File: config.mk
export PLATFORM = sky130hd
export DESIGN_NAME = source_code_lexer
export DESIGN_NICKNAME = d
export VERILOG_FILES = /design/src/hw/rtl/slx_pkg.sv /design/src/hw/rtl/slx_core.sv /design/src/hw/rtl/slx_token_fifo.sv /design/src/hw/rtl/source_code_lexer.sv
export SDC_FILE = /design/constraint.sdc
export NUM_CORES = 2
export LEC_CHECK = 0
export ABC_CLOCK_PERIOD_IN_PS = 14700
export BUFFER_PORTS_ARGS = -buffer_cell sky130_fd_sc_hd__buf_2
export CELL_PAD_IN_SITES_DETAIL_PLACEMENT = 0
export CELL_PAD_IN_SITES_GLOBAL_PLACEMENT = 1
export CORE_MARGIN = 2
export CORE_UTILIZATION = 35
export DETAILED_ROUTE_END_ITERATION = 8
export PLACE_DENSITY_LB_ADDON = 0.12
export SETUP_SLACK_MARGIN = 0.02
export SLEW_MARGIN = 20
export SYNTH_ARGS = -nofsm -noshare
export SYNTH_HDL_FRONTEND = slang
export SYNTH_SLANG_ARGS = --single-unit
File: constraint.sdc
create_clock -name clock -period 14.7 [get_ports clock]
set_input_delay 0.735 -clock clock [delete_from_list [all_inputs] [get_ports clock]]
set_output_delay 0.735 -clock clock [all_outputs]
set_load 0.05 [all_outputs]
File: src/hw/rtl/slx_pkg.sv
// Shared types, token codes, keyword table and character-class helpers
// for the source code lexer. No dependencies.
`timescale 1ns / 1ps
`default_nettype none

package slx_pkg;

   // Field widths of the token beat
   localparam int KIND_W = 6;
   localparam int MANT_W = 63;
   localparam int FRAC_W = 6;
   localparam int POS_W  = 32;
   localparam int LEN_W  = 16;

   localparam logic [MANT_W-1:0] MANT_MAX = '1;
   localparam logic [FRAC_W-1:0] FRAC_MAX = '1;
   localparam logic [LEN_W-1:0]  LEN_MAX  = '1;

   // Keyword prefix depth on the top level
   localparam int KEYWORD_MAX_LEN_DEFAULT = 5;

   // Token queue depth, a power of two of at least four
   localparam int FIFO_DEPTH = 4;

   // ASCII case bit for lower-casing letters
   localparam logic [7:0] CASE_BIT = 8'h20;

   typedef enum logic [1:0] {
      MODE_IDLE,
      MODE_NUM,
      MODE_WORD,
      MODE_OP
   } lex_mode_type;

   typedef enum logic [KIND_W-1:0] {
      TOK_INT,
      TOK_DECIMAL,
      TOK_IDENT,
      TOK_KW_IF,
      TOK_KW_WHILE,
      TOK_KW_FOR,
      TOK_KW_ELSE,
      TOK_KW_FUNC,
      TOK_KW_VAR,
      TOK_PLUS,
      TOK_MINUS,
      TOK_SLASH,
      TOK_STAR,
      TOK_ASSIGN,
      TOK_EQ,
      TOK_NE,
      TOK_LE,
      TOK_GE,
      TOK_GT,
      TOK_LT,
      TOK_LAND,
      TOK_LOR,
      TOK_BOR,
      TOK_BAND,
      TOK_SHL,
      TOK_SHR,
      TOK_PERCENT,
      TOK_BANG,
      TOK_LPAREN,
      TOK_RPAREN,
      TOK_LBRACE,
      TOK_RBRACE,
      TOK_SEMI,
      TOK_COMMA,
      TOK_ERROR,
      TOK_END
   } token_kind_type;

   // Operator and punctuation lookups answer this when nothing matches
   localparam token_kind_type KIND_NONE = TOK_INT;

   typedef struct packed {
      token_kind_type    kind;
      logic [MANT_W-1:0] mantissa;
      logic [FRAC_W-1:0] frac_digits;
      logic [POS_W-1:0]  start_pos;
      logic [LEN_W-1:0]  length;
      logic              last;
   } token_type;

   // Tokens produced by one source beat, in order
   typedef struct packed {
      logic [1:0] count;
      token_type  tok0;
      token_type  tok1;
   } push_type;

   // Keyword table; text is right-justified, first character in the top byte of its text
   localparam int KW_COUNT    = 6;
   localparam int KW_TEXT_LEN = 8;
   localparam logic [8*KW_TEXT_LEN-1:0] KW_TEXT [KW_COUNT] =
      '{"if", "while", "for", "else", "func", "var"};
   localparam int KW_LEN [KW_COUNT] = '{2, 5, 3, 4, 4, 3};
   localparam token_kind_type KW_KIND [KW_COUNT] =
      '{TOK_KW_IF, TOK_KW_WHILE, TOK_KW_FOR, TOK_KW_ELSE, TOK_KW_FUNC, TOK_KW_VAR};

   // Character i of keyword k, zero past its end
   function automatic logic [7:0] kw_byte(input int k, input int i);
      logic [8*KW_TEXT_LEN-1:0] sh;
      sh = '0;
      if (i < KW_LEN[k]) begin
         sh = KW_TEXT[k] >> (8 * (KW_LEN[k] - 1 - i));
      end
      return sh[7:0];
   endfunction

   function automatic logic is_digit(input logic [7:0] c);
      return (c >= "0") && (c <= "9");
   endfunction

   function automatic logic is_upper(input logic [7:0] c);
      return (c >= "A") && (c <= "Z");
   endfunction

   function automatic logic is_alpha(input logic [7:0] c);
      return is_upper(c) || ((c >= "a") && (c <= "z"));
   endfunction

   function automatic logic is_word_char(input logic [7:0] c);
      return is_alpha(c) || is_digit(c) || (c == "_");
   endfunction

   function automatic logic is_space(input logic [7:0] c);
      return (c == " ") || (c == "\n");
   endfunction

   function automatic logic [7:0] to_lower(input logic [7:0] c);
      return is_upper(c) ? (c | CASE_BIT) : c;
   endfunction

   function automatic token_kind_type single_op(input logic [7:0] c);
      token_kind_type k;
      unique case (c)
         "+":     k = TOK_PLUS;
         "-":     k = TOK_MINUS;
         "/":     k = TOK_SLASH;
         "*":     k = TOK_STAR;
         "=":     k = TOK_ASSIGN;
         ">":     k = TOK_GT;
         "<":     k = TOK_LT;
         "|":     k = TOK_BOR;
         "&":     k = TOK_BAND;
         "%":     k = TOK_PERCENT;
         "!":     k = TOK_BANG;
         default: k = KIND_NONE;
      endcase
      return k;
   endfunction

   function automatic token_kind_type punct_kind(input logic [7:0] c);
      token_kind_type k;
      unique case (c)
         "(":     k = TOK_LPAREN;
         ")":     k = TOK_RPAREN;
         "{":     k = TOK_LBRACE;
         "}":     k = TOK_RBRACE;
         ";":     k = TOK_SEMI;
         ",":     k = TOK_COMMA;
         default: k = KIND_NONE;
      endcase
      return k;
   endfunction

   // Two-character operator from a pending first character and the next one
   function automatic token_kind_type pair_op(input logic [7:0] a, input logic [7:0] b);
      token_kind_type k;
      k = KIND_NONE;
      if (b == "=") begin
         if (a == "=")      k = TOK_EQ;
         else if (a == "!") k = TOK_NE;
         else if (a == "<") k = TOK_LE;
         else if (a == ">") k = TOK_GE;
      end
      if (a == b) begin
         if (a == "&")      k = TOK_LAND;
         else if (a == "|") k = TOK_LOR;
         else if (a == "<") k = TOK_SHL;
         else if (a == ">") k = TOK_SHR;
      end
      return k;
   endfunction

   function automatic logic is_sep(input logic [7:0] c);
      return (single_op(c) != KIND_NONE) || (punct_kind(c) != KIND_NONE) || is_space(c);
   endfunction

   function automatic logic [LEN_W-1:0] sat_inc16(input logic [LEN_W-1:0] v);
      return (v == LEN_MAX) ? LEN_MAX : v + LEN_W'(1);
   endfunction

   function automatic token_type make_token(input token_kind_type kind,
                                            input logic [MANT_W-1:0] mant,
                                            input logic [FRAC_W-1:0] frac,
                                            input logic [POS_W-1:0]  start,
                                            input logic [LEN_W-1:0]  len);
      token_type t;
      t.kind        = kind;
      t.mantissa    = mant;
      t.frac_digits = frac;
      t.start_pos   = start;
      t.length      = len;
      t.last        = 1'b0;
      return t;
   endfunction

endpackage

`default_nettype wire

File: src/hw/rtl/slx_core.sv
// Lexer core: source beat register, scanner state and token build.
// Depends on slx_pkg.
`timescale 1ns / 1ps
`default_nettype none

module slx_core #(
   parameter int KEYWORD_MAX_LEN = slx_pkg::KEYWORD_MAX_LEN_DEFAULT
) (
   input  wire logic              clock,
   input  wire logic              reset,
   input  wire logic              req_valid,
   output logic                   req_stall,
   input  wire logic [7:0]        req_char_byte,
   input  wire logic              req_is_end,
   input  wire logic              fifo_room,
   output slx_pkg::push_type      push
);

   localparam int PREFIX_W = 8 * KEYWORD_MAX_LEN;

   // Source beat register
   logic       in_valid_ff, in_valid_in;
   logic [7:0] char_ff;
   logic       end_ff;

   // Scanner state
   slx_pkg::lex_mode_type                mode_ff, mode_in;
   logic [slx_pkg::MANT_W-1:0]           acc_ff, acc_in;
   logic                                 seen_ff, seen_in;
   logic [slx_pkg::FRAC_W-1:0]           frac_ff, frac_in;
   logic [PREFIX_W-1:0]                  prefix_ff, prefix_in;
   logic [slx_pkg::LEN_W-1:0]            wlen_ff, wlen_in;
   logic [slx_pkg::POS_W-1:0]            pos_ff, pos_in;
   logic [slx_pkg::POS_W-1:0]            start_ff, start_in;
   logic [7:0]                           pend_ff, pend_in;

   logic                    consume;
   logic                    accept;
   logic                    kw_hit;
   slx_pkg::token_kind_type kw_kind;

   // Process the held beat once the queue can take two tokens
   assign consume   = in_valid_ff && fifo_room;
   assign req_stall = in_valid_ff && !fifo_room;
   assign accept    = req_valid && !req_stall;

   assign in_valid_in = accept ? 1'b1 : (consume ? 1'b0 : in_valid_ff);

   always_ff @(posedge clock) begin
      if (reset) begin
         in_valid_ff <= 1'b0;
      end else begin
         in_valid_ff <= in_valid_in;
      end
      if (accept) begin
         char_ff <= req_char_byte;
         end_ff  <= req_is_end;
      end
   end

   // Match the collected word against the keyword table
   always_comb begin : kw_match
      logic kw_ok;
      kw_hit  = 1'b0;
      kw_kind = slx_pkg::TOK_IDENT;
      for (int k = 0; k < slx_pkg::KW_COUNT; k++) begin
         kw_ok = (slx_pkg::LEN_W'(slx_pkg::KW_LEN[k]) == wlen_ff) &&
                 (slx_pkg::KW_LEN[k] <= KEYWORD_MAX_LEN);
         for (int i = 0; i < KEYWORD_MAX_LEN; i++) begin
            if (prefix_ff[8*i +: 8] != slx_pkg::kw_byte(k, i)) begin
               kw_ok = 1'b0;
            end
         end
         if (kw_ok && !kw_hit) begin
            kw_hit  = 1'b1;
            kw_kind = slx_pkg::KW_KIND[k];
         end
      end
   end

   // Next state and tokens for the held beat
   always_comb begin : scan
      slx_pkg::token_type         tok [2];
      slx_pkg::token_type         num_tok;
      slx_pkg::token_type         word_tok;
      logic [1:0]                 cnt;
      logic                       do_idle;
      logic [7:0]                 lc;
      logic [7:0]                 digit;
      logic [slx_pkg::MANT_W+3:0] ext;
      logic [slx_pkg::MANT_W+3:0] sum;
      slx_pkg::token_kind_type    pk;

      mode_in   = mode_ff;
      acc_in    = acc_ff;
      seen_in   = seen_ff;
      frac_in   = frac_ff;
      prefix_in = prefix_ff;
      wlen_in   = wlen_ff;
      pos_in    = pos_ff;
      start_in  = start_ff;
      pend_in   = pend_ff;
      tok[0]    = '0;
      tok[1]    = '0;
      cnt       = 2'd0;
      do_idle   = 1'b0;

      lc    = slx_pkg::to_lower(char_ff);
      digit = char_ff - 8'("0");
      ext   = {4'b0, acc_ff};
      sum   = (ext << 3) + (ext << 1) + (slx_pkg::MANT_W+4)'(digit);
      pk    = slx_pkg::pair_op(pend_ff, char_ff);

      num_tok = slx_pkg::make_token(seen_ff ? slx_pkg::TOK_DECIMAL : slx_pkg::TOK_INT,
                                    acc_ff, seen_ff ? frac_ff : '0, start_ff, wlen_ff);
      word_tok = slx_pkg::make_token(slx_pkg::TOK_IDENT, '0, '0, start_ff, wlen_ff);

      if (consume) begin
         if (end_ff) begin
            // Flush the open token, then close the stream
            unique case (mode_ff)
               slx_pkg::MODE_NUM: begin
                  tok[cnt[0]] = num_tok;
                  cnt = cnt + 2'd1;
               end
               slx_pkg::MODE_WORD: begin
                  word_tok.kind = kw_kind;
                  tok[cnt[0]] = word_tok;
                  cnt = cnt + 2'd1;
               end
               slx_pkg::MODE_OP: begin
                  tok[cnt[0]] = slx_pkg::make_token(slx_pkg::single_op(pend_ff), '0, '0,
                                                    start_ff, slx_pkg::LEN_W'(1));
                  cnt = cnt + 2'd1;
               end
               default: ;
            endcase
            tok[cnt[0]] = slx_pkg::make_token(slx_pkg::TOK_END, '0, '0, pos_ff, '0);
            cnt       = cnt + 2'd1;
            mode_in   = slx_pkg::MODE_IDLE;
            acc_in    = '0;
            seen_in   = 1'b0;
            frac_in   = '0;
            prefix_in = '0;
            wlen_in   = '0;
            start_in  = '0;
            pend_in   = '0;
            pos_in    = '0;
         end else begin
            unique case (mode_ff)
               slx_pkg::MODE_NUM: begin
                  if (slx_pkg::is_digit(char_ff)) begin
                     // Accumulate, sticking at the top value
                     if (sum > (slx_pkg::MANT_W+4)'(slx_pkg::MANT_MAX)) begin
                        acc_in = slx_pkg::MANT_MAX;
                     end else begin
                        acc_in = sum[slx_pkg::MANT_W-1:0];
                     end
                     if (seen_ff && (frac_ff != slx_pkg::FRAC_MAX)) begin
                        frac_in = frac_ff + slx_pkg::FRAC_W'(1);
                     end
                     wlen_in = slx_pkg::sat_inc16(wlen_ff);
                  end else if ((char_ff == ".") && !seen_ff) begin
                     seen_in = 1'b1;
                     wlen_in = slx_pkg::sat_inc16(wlen_ff);
                  end else if (slx_pkg::is_sep(char_ff)) begin
                     tok[cnt[0]] = num_tok;
                     cnt     = cnt + 2'd1;
                     do_idle = 1'b1;
                  end else begin
                     // Bad character swallows the number with it
                     tok[cnt[0]] = slx_pkg::make_token(slx_pkg::TOK_ERROR, '0, '0, start_ff,
                                                       slx_pkg::sat_inc16(wlen_ff));
                     cnt     = cnt + 2'd1;
                     mode_in = slx_pkg::MODE_IDLE;
                  end
               end
               slx_pkg::MODE_WORD: begin
                  if (slx_pkg::is_word_char(char_ff)) begin
                     for (int i = 0; i < KEYWORD_MAX_LEN; i++) begin
                        if (wlen_ff == slx_pkg::LEN_W'(i)) begin
                           prefix_in[8*i +: 8] = prefix_ff[8*i +: 8] | lc;
                        end
                     end
                     wlen_in = slx_pkg::sat_inc16(wlen_ff);
                  end else begin
                     // Keyword only when a separator ends the word
                     if (slx_pkg::is_sep(char_ff)) begin
                        word_tok.kind = kw_kind;
                     end
                     tok[cnt[0]] = word_tok;
                     cnt     = cnt + 2'd1;
                     do_idle = 1'b1;
                  end
               end
               slx_pkg::MODE_OP: begin
                  if (pk != slx_pkg::KIND_NONE) begin
                     tok[cnt[0]] = slx_pkg::make_token(pk, '0, '0, start_ff,
                                                       slx_pkg::LEN_W'(2));
                     cnt     = cnt + 2'd1;
                     mode_in = slx_pkg::MODE_IDLE;
                  end else begin
                     tok[cnt[0]] = slx_pkg::make_token(slx_pkg::single_op(pend_ff), '0, '0,
                                                       start_ff, slx_pkg::LEN_W'(1));
                     cnt     = cnt + 2'd1;
                     do_idle = 1'b1;
                  end
               end
               slx_pkg::MODE_IDLE: begin
                  do_idle = 1'b1;
               end
               default: ;
            endcase

            // Start a fresh token on the current character
            if (do_idle) begin
               mode_in = slx_pkg::MODE_IDLE;
               if (!slx_pkg::is_space(char_ff)) begin
                  start_in = pos_ff;
                  if (slx_pkg::is_digit(char_ff)) begin
                     mode_in = slx_pkg::MODE_NUM;
                     acc_in  = slx_pkg::MANT_W'(digit);
                     seen_in = 1'b0;
                     frac_in = '0;
                     wlen_in = slx_pkg::LEN_W'(1);
                  end else if (slx_pkg::is_word_char(char_ff)) begin
                     mode_in   = slx_pkg::MODE_WORD;
                     prefix_in = PREFIX_W'(lc);
                     wlen_in   = slx_pkg::LEN_W'(1);
                  end else if (slx_pkg::single_op(char_ff) != slx_pkg::KIND_NONE) begin
                     mode_in = slx_pkg::MODE_OP;
                     pend_in = char_ff;
                  end else if (slx_pkg::punct_kind(char_ff) != slx_pkg::KIND_NONE) begin
                     tok[cnt[0]] = slx_pkg::make_token(slx_pkg::punct_kind(char_ff), '0, '0,
                                                       pos_ff, slx_pkg::LEN_W'(1));
                     cnt = cnt + 2'd1;
                  end else begin
                     tok[cnt[0]] = slx_pkg::make_token(slx_pkg::TOK_ERROR, '0, '0,
                                                       pos_ff, slx_pkg::LEN_W'(1));
                     cnt = cnt + 2'd1;
                  end
               end
            end
            pos_in = pos_ff + slx_pkg::POS_W'(1);
         end
      end

      // Mark the final token of this beat
      if (cnt == 2'd1) begin
         tok[0].last = 1'b1;
      end
      if (cnt == 2'd2) begin
         tok[1].last = 1'b1;
      end

      push.count = cnt;
      push.tok0  = tok[0];
      push.tok1  = tok[1];
   end

   always_ff @(posedge clock) begin
      if (reset) begin
         mode_ff   <= slx_pkg::MODE_IDLE;
         acc_ff    <= '0;
         seen_ff   <= 1'b0;
         frac_ff   <= '0;
         prefix_ff <= '0;
         wlen_ff   <= '0;
         pos_ff    <= '0;
         start_ff  <= '0;
         pend_ff   <= '0;
      end else begin
         mode_ff   <= mode_in;
         acc_ff    <= acc_in;
         seen_ff   <= seen_in;
         frac_ff   <= frac_in;
         prefix_ff <= prefix_in;
         wlen_ff   <= wlen_in;
         pos_ff    <= pos_in;
         start_ff  <= start_in;
         pend_ff   <= pend_in;
      end
   end

endmodule

`default_nettype wire

File: src/hw/rtl/slx_token_fifo.sv
// Token queue between the lexer core and the result channel.
// Takes up to two tokens a cycle, gives one while rsp_stall is low. Depends on slx_pkg.
`timescale 1ns / 1ps
`default_nettype none

module slx_token_fifo (
   input  wire logic               clock,
   input  wire logic               reset,
   input  wire slx_pkg::push_type  push,
   output logic                    room,
   output logic                    rsp_valid,
   input  wire logic               rsp_stall,
   output slx_pkg::token_type      head
);

   localparam int DEPTH = slx_pkg::FIFO_DEPTH;
   localparam int PTR_W = $clog2(DEPTH);
   localparam int CNT_W = $clog2(DEPTH + 1);

   slx_pkg::token_type mem [DEPTH];
   logic [PTR_W-1:0]   wptr_ff, wptr_in;
   logic [PTR_W-1:0]   rptr_ff, rptr_in;
   logic [CNT_W-1:0]   count_ff, count_in;
   logic               pop;

   // Room for a full beat's worth of tokens
   assign room      = count_ff <= CNT_W'(DEPTH - 2);
   assign rsp_valid = count_ff != '0;
   assign pop       = rsp_valid && !rsp_stall;
   assign head      = mem[rptr_ff];

   assign wptr_in  = wptr_ff + PTR_W'(push.count);
   assign rptr_in  = rptr_ff + PTR_W'(pop);
   assign count_in = count_ff + CNT_W'(push.count) - CNT_W'(pop);

   // Store incoming tokens in order
   always_ff @(posedge clock) begin
      if (push.count != 2'd0) begin
         mem[wptr_ff] <= push.tok0;
      end
      if (push.count == 2'd2) begin
         mem[wptr_ff + PTR_W'(1)] <= push.tok1;
      end
   end

   always_ff @(posedge clock) begin
      if (reset) begin
         wptr_ff  <= '0;
         rptr_ff  <= '0;
         count_ff <= '0;
      end else begin
         wptr_ff  <= wptr_in;
         rptr_ff  <= rptr_in;
         count_ff <= count_in;
      end
   end

endmodule

`default_nettype wire

File: src/hw/rtl/source_code_lexer.sv
// Top level of the source code lexer: core plus token queue.
// Depends on slx_pkg, slx_core and slx_token_fifo.
//
//   channel | direction | handshake             | beat
//   req_    | in        | req_valid / req_stall | one source byte or end marker
//   rsp_    | out       | rsp_valid / rsp_stall | one token
//
// A source beat is registered and processed once the queue has room, and its
// zero, one or two tokens enter a four-entry token queue; a beat can be
// taken every cycle that req_stall is low. Each token costs one result beat,
// so a beat that closes one token and emits another (the ";" of "a;") costs
// two result beats; the queue's single read port sets this.
// Reset clears the scanner state and empties the queue at once.
// req_stall rises while the held beat waits for two free queue slots, which
// happens only when rsp_stall backs the queue up.
`timescale 1ns / 1ps
`default_nettype none

module source_code_lexer #(
   parameter int KEYWORD_MAX_LEN = slx_pkg::KEYWORD_MAX_LEN_DEFAULT
) (
   input  wire logic                         clock,
   input  wire logic                         reset,
   input  wire logic                         req_valid,
   output logic                              req_stall,
   input  wire logic [7:0]                   req_char_byte,
   input  wire logic                         req_is_end,
   output logic                              rsp_valid,
   input  wire logic                         rsp_stall,
   output logic [slx_pkg::KIND_W-1:0]        rsp_token_kind,
   output logic [slx_pkg::MANT_W-1:0]        rsp_mantissa,
   output logic [slx_pkg::FRAC_W-1:0]        rsp_frac_digits,
   output logic [slx_pkg::POS_W-1:0]         rsp_start_pos,
   output logic [slx_pkg::LEN_W-1:0]         rsp_token_length,
   output logic                              rsp_last_of_run
);

   slx_pkg::push_type  push;
   slx_pkg::token_type head;
   logic               room;

   slx_core #(
      .KEYWORD_MAX_LEN (KEYWORD_MAX_LEN)
   ) u_core (
      .clock         (clock),
      .reset         (reset),
      .req_valid     (req_valid),
      .req_stall     (req_stall),
      .req_char_byte (req_char_byte),
      .req_is_end    (req_is_end),
      .fifo_room     (room),
      .push          (push)
   );

   slx_token_fifo u_fifo (
      .clock     (clock),
      .reset     (reset),
      .push      (push),
      .room      (room),
      .rsp_valid (rsp_valid),
      .rsp_stall (rsp_stall),
      .head      (head)
   );

   // Drive the result fields from the queue head
   assign rsp_token_kind   = head.kind;
   assign rsp_mantissa     = head.mantissa;
   assign rsp_frac_digits  = head.frac_digits;
   assign rsp_start_pos    = head.start_pos;
   assign rsp_token_length = head.length;
   assign rsp_last_of_run  = head.last;

endmodule

`default_nettype wire

Word level (Yosys, flattened, before mapping)
Memories as Yosys holds them, arrays and structs flattened. A register that Yosys moved wholly into a read port is not among the register bits.
Cells that the tools add are included.
{ "word_totals": {"ramBits": 496, "word_cells": 396, "mem_count": 1, "output_inout_bits": 126, "reg_bits": 217} }
{ "memory_table": {"columns": ["memory", "depth", "word_bits", "rd", "rd_clocked_by_memory_dff", "write_ports", "line", "rtl"], "rows": [
  ["u_fifo.mem", 4, 124, 1, 1, 2, "slx_token_fifo.sv:20", "slx_pkg::token_type mem [DEPTH];"]
]} }
{ "op_classes": {"mux": 219, "n_bitwise": 7, "addsub": 13, "order_cmp": 12, "n_reduce_logical": 55, "eq_ne": 74} }
{ "op_table": {"columns": ["cell", "count"], "rows": [
  ["$mux W248", 8],
  ["$mux W124", 11],
  ["$bwmux W248", 3],
  ["$pmux W124 S3", 2],
  ["$mux W63", 7],
  ["$mux W6", 62],
  ["$mux W40", 7],
  ["$demux W124 S1", 2],
  ["$eq A8 B6 Y1 const B", 26],
  ["$ne A8 B7 Y1 const B", 19],
  ["$mux W16", 9],
  ["$mux W32", 4],
  ["$pmux W5 S11", 2],
  ["$mux W8", 11],
  ["$add A66 B64 Y67", 1],
  ["$add A67 B8 Y67", 1],
  ["$gt A67 B63 Y1 const B", 1],
  ["$mux W1", 62],
  ["$mux W2", 23],
  ["$reduce_bool A6 Y1", 7],
  ["$eq A8 B7 Y1 const B", 5],
  ["$or A8 B8 Y8", 5],
  ["$pmux W6 S6", 1],
  ["$add A32 B1 Y32 const B", 1],
  ["other kinds (47)", 100]
]} }

Longest topological paths before layout
{ "logic_depth": {"ltp_word": 46, "depth_mapped": 22, "ltp_nobuf": 17} }

Cells and area by module
From an unflattened synthesis, not the netlist that was laid out.
{ "hier_totals": {"cells_unflattened": 3732, "hier_area_um2": 43078.8} }
{ "modules_own_cells": {"columns": ["mod", "seq_area_each_um2", "area_each_um2", "instances", "cells_each"], "rows": [
  ["slx_token_fifo", 15034.4, 24151.9, 1, 1249],
  ["slx_core", 4294.1, 18926.9, 1, 2483]
]} }

Worst setup path after synthesis
No wires, ideal clock.
{ "synth_timing": {"kind": "register to register", "startpoint": "register u_core.char_ff[4]", "endpoint": "memory u_fifo.mem[0][0] in the netlist's numbering (enable)", "t_required_ps": 13912, "period_less_slack_ps": 13297, "path_buffers": 4, "path_stages_with_launch": 18, "setup_slack_ps": 1403, "setup_time_ps": 788, "arrival_ps": 12509, "path_cell_list": "edfxtp_1 -> clkbuf_1 -> inv_1 -> ha_1 -> or3b_2 -> nor4_1 -> a21oi_1 -> nand2_1 -> o311ai_0 -> and2_1 -> clkbuf_1 -> clkbuf_1 -> ha_1 -> nor4b_1 -> o311a_1 -> buf_4 -> nor2_1 -> o31ai_1"} }
{ "synth_rtl": {"columns": ["element", "line", "rtl"], "rows": [
  ["start: declaration", "slx_core.sv:23", "logic [7:0] char_ff;"],
  ["start signal: assignment", "slx_core.sv:56", "char_ff <= req_char_byte;"],
  ["end: declaration", "slx_token_fifo.sv:20", null]
]} }

Worst setup path in the final report
{ "layout_timing": {"startpoint": "register u_core.char_ff[4]", "endpoint": "register u_core.acc_ff[43] in the netlist's numbering"} }
{ "layout_between": {"elab_chain_len": 18, "elab_cells_between_ends": 77, "cone_classes": "add/sub: 2; order compare: 7; eq/ne: 22; mux: 33; reduce/logical: 13"} }
{ "layout_rtl": {"columns": ["element", "line", "rtl"], "rows": [
  ["branches (longest 16 deep; another with $add A67 B8 Y67)", null, null],
  ["$mux W63 (*)", "slx_core.sv:216", "if (do_idle) begin"],
  ["$mux W63 (*)", "slx_core.sv:119", "if (end_ff) begin"],
  ["end signal: assignment", "slx_core.sv:274", "acc_ff <= acc_in;"],
  ["end: declaration", "slx_core.sv:28", "logic [slx_pkg::MANT_W-1:0] acc_ff, acc_in;"]
]} }
Mark *: on every way between the ends. The select of a mux whose other input is x is not followed.
A chain may end at the register's enable or synchronous reset.

==> qor.yml <==
setup_path:
  cp-start-kind: "register"
  critPathCaptureType: "register"
  reg2reg_depth: 16
  critPathMaxFanout: 20
  timing.rr.end: "u_core.acc_ff[43]"
  ff2ff_setup_slack_ns: 7.98
  crit_type: "register to register"
  cp.required_ns: 15.24
  r2r-start: "u_core.char_ff[4]"
  cp.arrival_ns: 7.26
cells_and_area:
  area_growth_syn_to_layout_pct: 12.2
  fin_cells: 5349
  drive_gt1_share_pct: 13.0
  post-route-util_pct: 39.7
  design_area_sq_um: 43400
  fillers: 10900
  num_antenna_cells: 0
  finalNetCount: 3963
synthesis:
  syn_area_sq_um: 38700
  synthCells: 3809
  synth_area_per_cell_sq_um: 10.2
  yosys-top-cells-area: "edfxtp_1 (39%), dfxtp_1 (11%), mux4_2 (7.2%)"
  synth_largest_area_cell: "edfxtp_1"
  yosys-top-cells-count: "nor2_1 (585), edfxtp_1 (505), nand2_1 (498), o21ai_0 (262), a21oi_1 (228)"
  post-synth-top-count-cell: "nor2_1"
  async_reset_ff_share_pct: 0
  ys_warn_count: 0
  ys.flop_type: "edfxtp_1"
  synth_seq_cells: 713
  yosysSeqAreaShare_pct: 50.0
  synth_edf_count: 505
  yosys.cell_types.count: 87
  synth_top_cell_area_share_pct: 39.2
  synth_fp_nets: 3971
min_path:
  holdPathStages: 1
  hold_end: "u_core.char_ff[1]"
  hold_class: "input port to register"
  hp-start: "req_char_byte[1]"
drt:
  wl_mm: 120
  wire_per_inst_microns: 22.4
  drtIter0Drc: 2057
  drc_errors: 0
  viasPerCell: 5.49
  drt_pass1_iterations: 5
  ant_nets: 0
  vias: 29300
die:
  die_h_microns: 336
  die_w_microns: 336
  initial_core_util_pct: 35.4
  boundaryPins: 139
  die_area_sq_um: 113000
  rows: 121
  core_area_sq_um: 109000
global_route:
  grtUsageTotal_pct: 21.2
  grt_max_degree: 125
  grt_pass1_wl_mm: 184
  grt_pass1_vias: 29700
  grt_antenna_before_repair: 5
  grt_overflow: 0
status:
  status: "finished clean"
sta:
  slew_viol_final: 0
  rsz0062_at_grt: "false"
  holdWs_ns: 0.249
  hold_viol: 0
  setup_ws_ns: 7.98
  timing.fmax_mhz: 149
  fin_skew_ns: 0.0352
  final.min_clock_period_ns: 6.72
  max_slew.worst_pin.slew_ns: 1.08
  fin_crit_sh_pct: 45.7
  tns_ns: 0
  max-slew-margin-rel_pct: 27.7
  setup_viol: 0
clocking:
  clockRootBuffer: "clkbuf_16"
  clockBufferDepth: 3
  cts_setup_buffers: 0
  htree_levels: 3
  ctsHoldBuffers: 0
  tritoncts: "yes"
  clock_latency_ns: 0.68
  cts_sinks: 713
  cts.repair.resized: 0
  path_clk_slew_ns: 0.06
  cts_buffers: 85
power_and_ir_drop:
  powerDensity_nw_per_um2: 134
  p_total_mw: 5.80
  vdd_drop_max_uv: 123
  p_leak_nw: 15.7
place:
  dpl_cell_area_sq_um: 40600
  dp_slack_ns: 8.02
  place_inst: 5190
  portBuffers: 138
  gp_congestion: 0.841
  hpwlAfterDp_mm: 75.5
flow_run:
  cap_violations: 0
## state kept, by name, summed over array words and instances, names as in the netlist
| register | cells |
|---|---|
| u_fifo.wptr_ff | 2 |
| u_core.prefix_ff | 40 |
| u_core.end_ff | 1 |
| u_core.char_ff | 8 |
| u_core.in_valid_ff | 1 |
| u_core.start_ff | 32 |
| u_fifo.rptr_ff | 2 |
| u_core.frac_ff | 6 |
| u_fifo.count_ff | 3 |
| u_core.wlen_ff | 16 |
| u_fifo.mem | 496 |
| u_core.mode_ff | 2 |
| u_core.pend_ff | 8 |
| u_core.seen_ff | 1 |
| u_core.pos_ff | 32 |
| u_core.acc_ff | 63 |
## power breakdown
group | switching (mW) | internal, mW | leakage (nW)
clock network | 0.883 | 1.23 | 1.36
registers | 0.0597 | 2.24 | 6.17
logic | 0.997 | 0.397 | 8.15
## worst max-delay path by stage
stage,endpoint,from,slack (ns)
2_1_floorplan,u_fifo.mem[0][0],u_core.char_ff[4],1.40
3_3_place_gp,u_fifo.mem[2][50],u_core.char_ff[4],8.14
4_1_cts,u_fifo.mem[2][54],u_core.char_ff[4],8.01
3_5_place_dp,u_fifo.mem[2][54],u_core.char_ff[4],8.02
5_1_grt,u_core.acc_ff[40],u_core.char_ff[4],7.35
6_report,u_core.acc_ff[43],u_core.char_ff[4],7.98
## cell families after synthesis
family / synth area share (%)
flops: 50.0
xor+xnor: 2.31
compound gates: 15.0
mux: 7.63
buf+inv: 3.54
fa+ha+maj: 4.96
simple gates: 16.6
## cell type report
type / instances / area, sq um / share of cell area [%]
Sequential cell: 713 / 19300 / 44.6
Multi-Input combinational cell: 2756 / 18100 / 41.7
Clock inverter: 42 / 440 / 1.01
Inverter: 58 / 223 / 0.513
Tap cell: 1476 / 1850 / 4.26
Timing Repair Buffer: 187 / 1100 / 2.53
Clock buffer: 117 / 2350 / 5.41
## cell usage in the layout, fill, tap and decap left out, types with 12 or more instances in the layout
master / netlist / routed
clkbuf_1: 202 / 22
a21oi_1: 228 / 227
nand2_1: 498 / 495
nor2b_1: 30 / 30
nor2_1: 585 / 580
buf_4: 1 / 47
o21ai_0: 262 / 260
mux2i_1: 16 / 16
clkinv_2: 0 / 12
a311oi_1: 36 / 36
nand4_1: 43 / 43
mux4_2: 124 / 124
nand2b_1: 22 / 22
o21a_1: 13 / 13
nand3_1: 55 / 53
o21bai_1: 12 / 12
clkbuf_16: 0 / 85
a31oi_1: 15 / 15
and3_1: 40 / 38
o22a_1: 21 / 21
xnor2_1: 43 / 43
a211oi_1: 20 / 20
nor4_1: 20 / 20
a221oi_1: 38 / 38
inv_1: 56 / 56
ha_1: 142 / 141
o21ai_1: 34 / 32
edfxtp_1: 505 / 505
o311ai_0: 22 / 22
nor3_1: 39 / 38
xor2_1: 59 / 59
buf_2: 45 / 137
a22oi_1: 82 / 82
dfxtp_1: 208 / 206
and2_1: 48 / 47
a21o_1: 37 / 37
## routing by layer
| layer | vias to the layer above | share of wire [%] | track usage, % |
|---|---|---|---|
| met5 | - | 0.017 | 0 |
| met4 | 4 | 2.3 | 5.43 |
| li1 | 14000 | - | - |
| met3 | 173 | 4.1 | 3.16 |
| met1 | 14600 | 44 | 27.6 |
| met2 | 589 | 49 | 36.7 |
## worst max-delay path, cell delays in order, from the launching register on
cell	delay (ns)
edfxtp_1	0.75
inv_1	0.25
ha_1	0.39
inv_1	0.08
fa_1	0.54
inv_1	0.05
ha_1	0.34
o211ai_1	0.21
a21o_1	0.17
a211oi_1	0.13
o211ai_1	0.31
a41oi_1	0.30
or4_1	0.60
a2111oi_0	0.83
nand2_1	0.90
o311ai_0	0.63
nand2_1	0.09
Power figures use the tool's default switching activity.
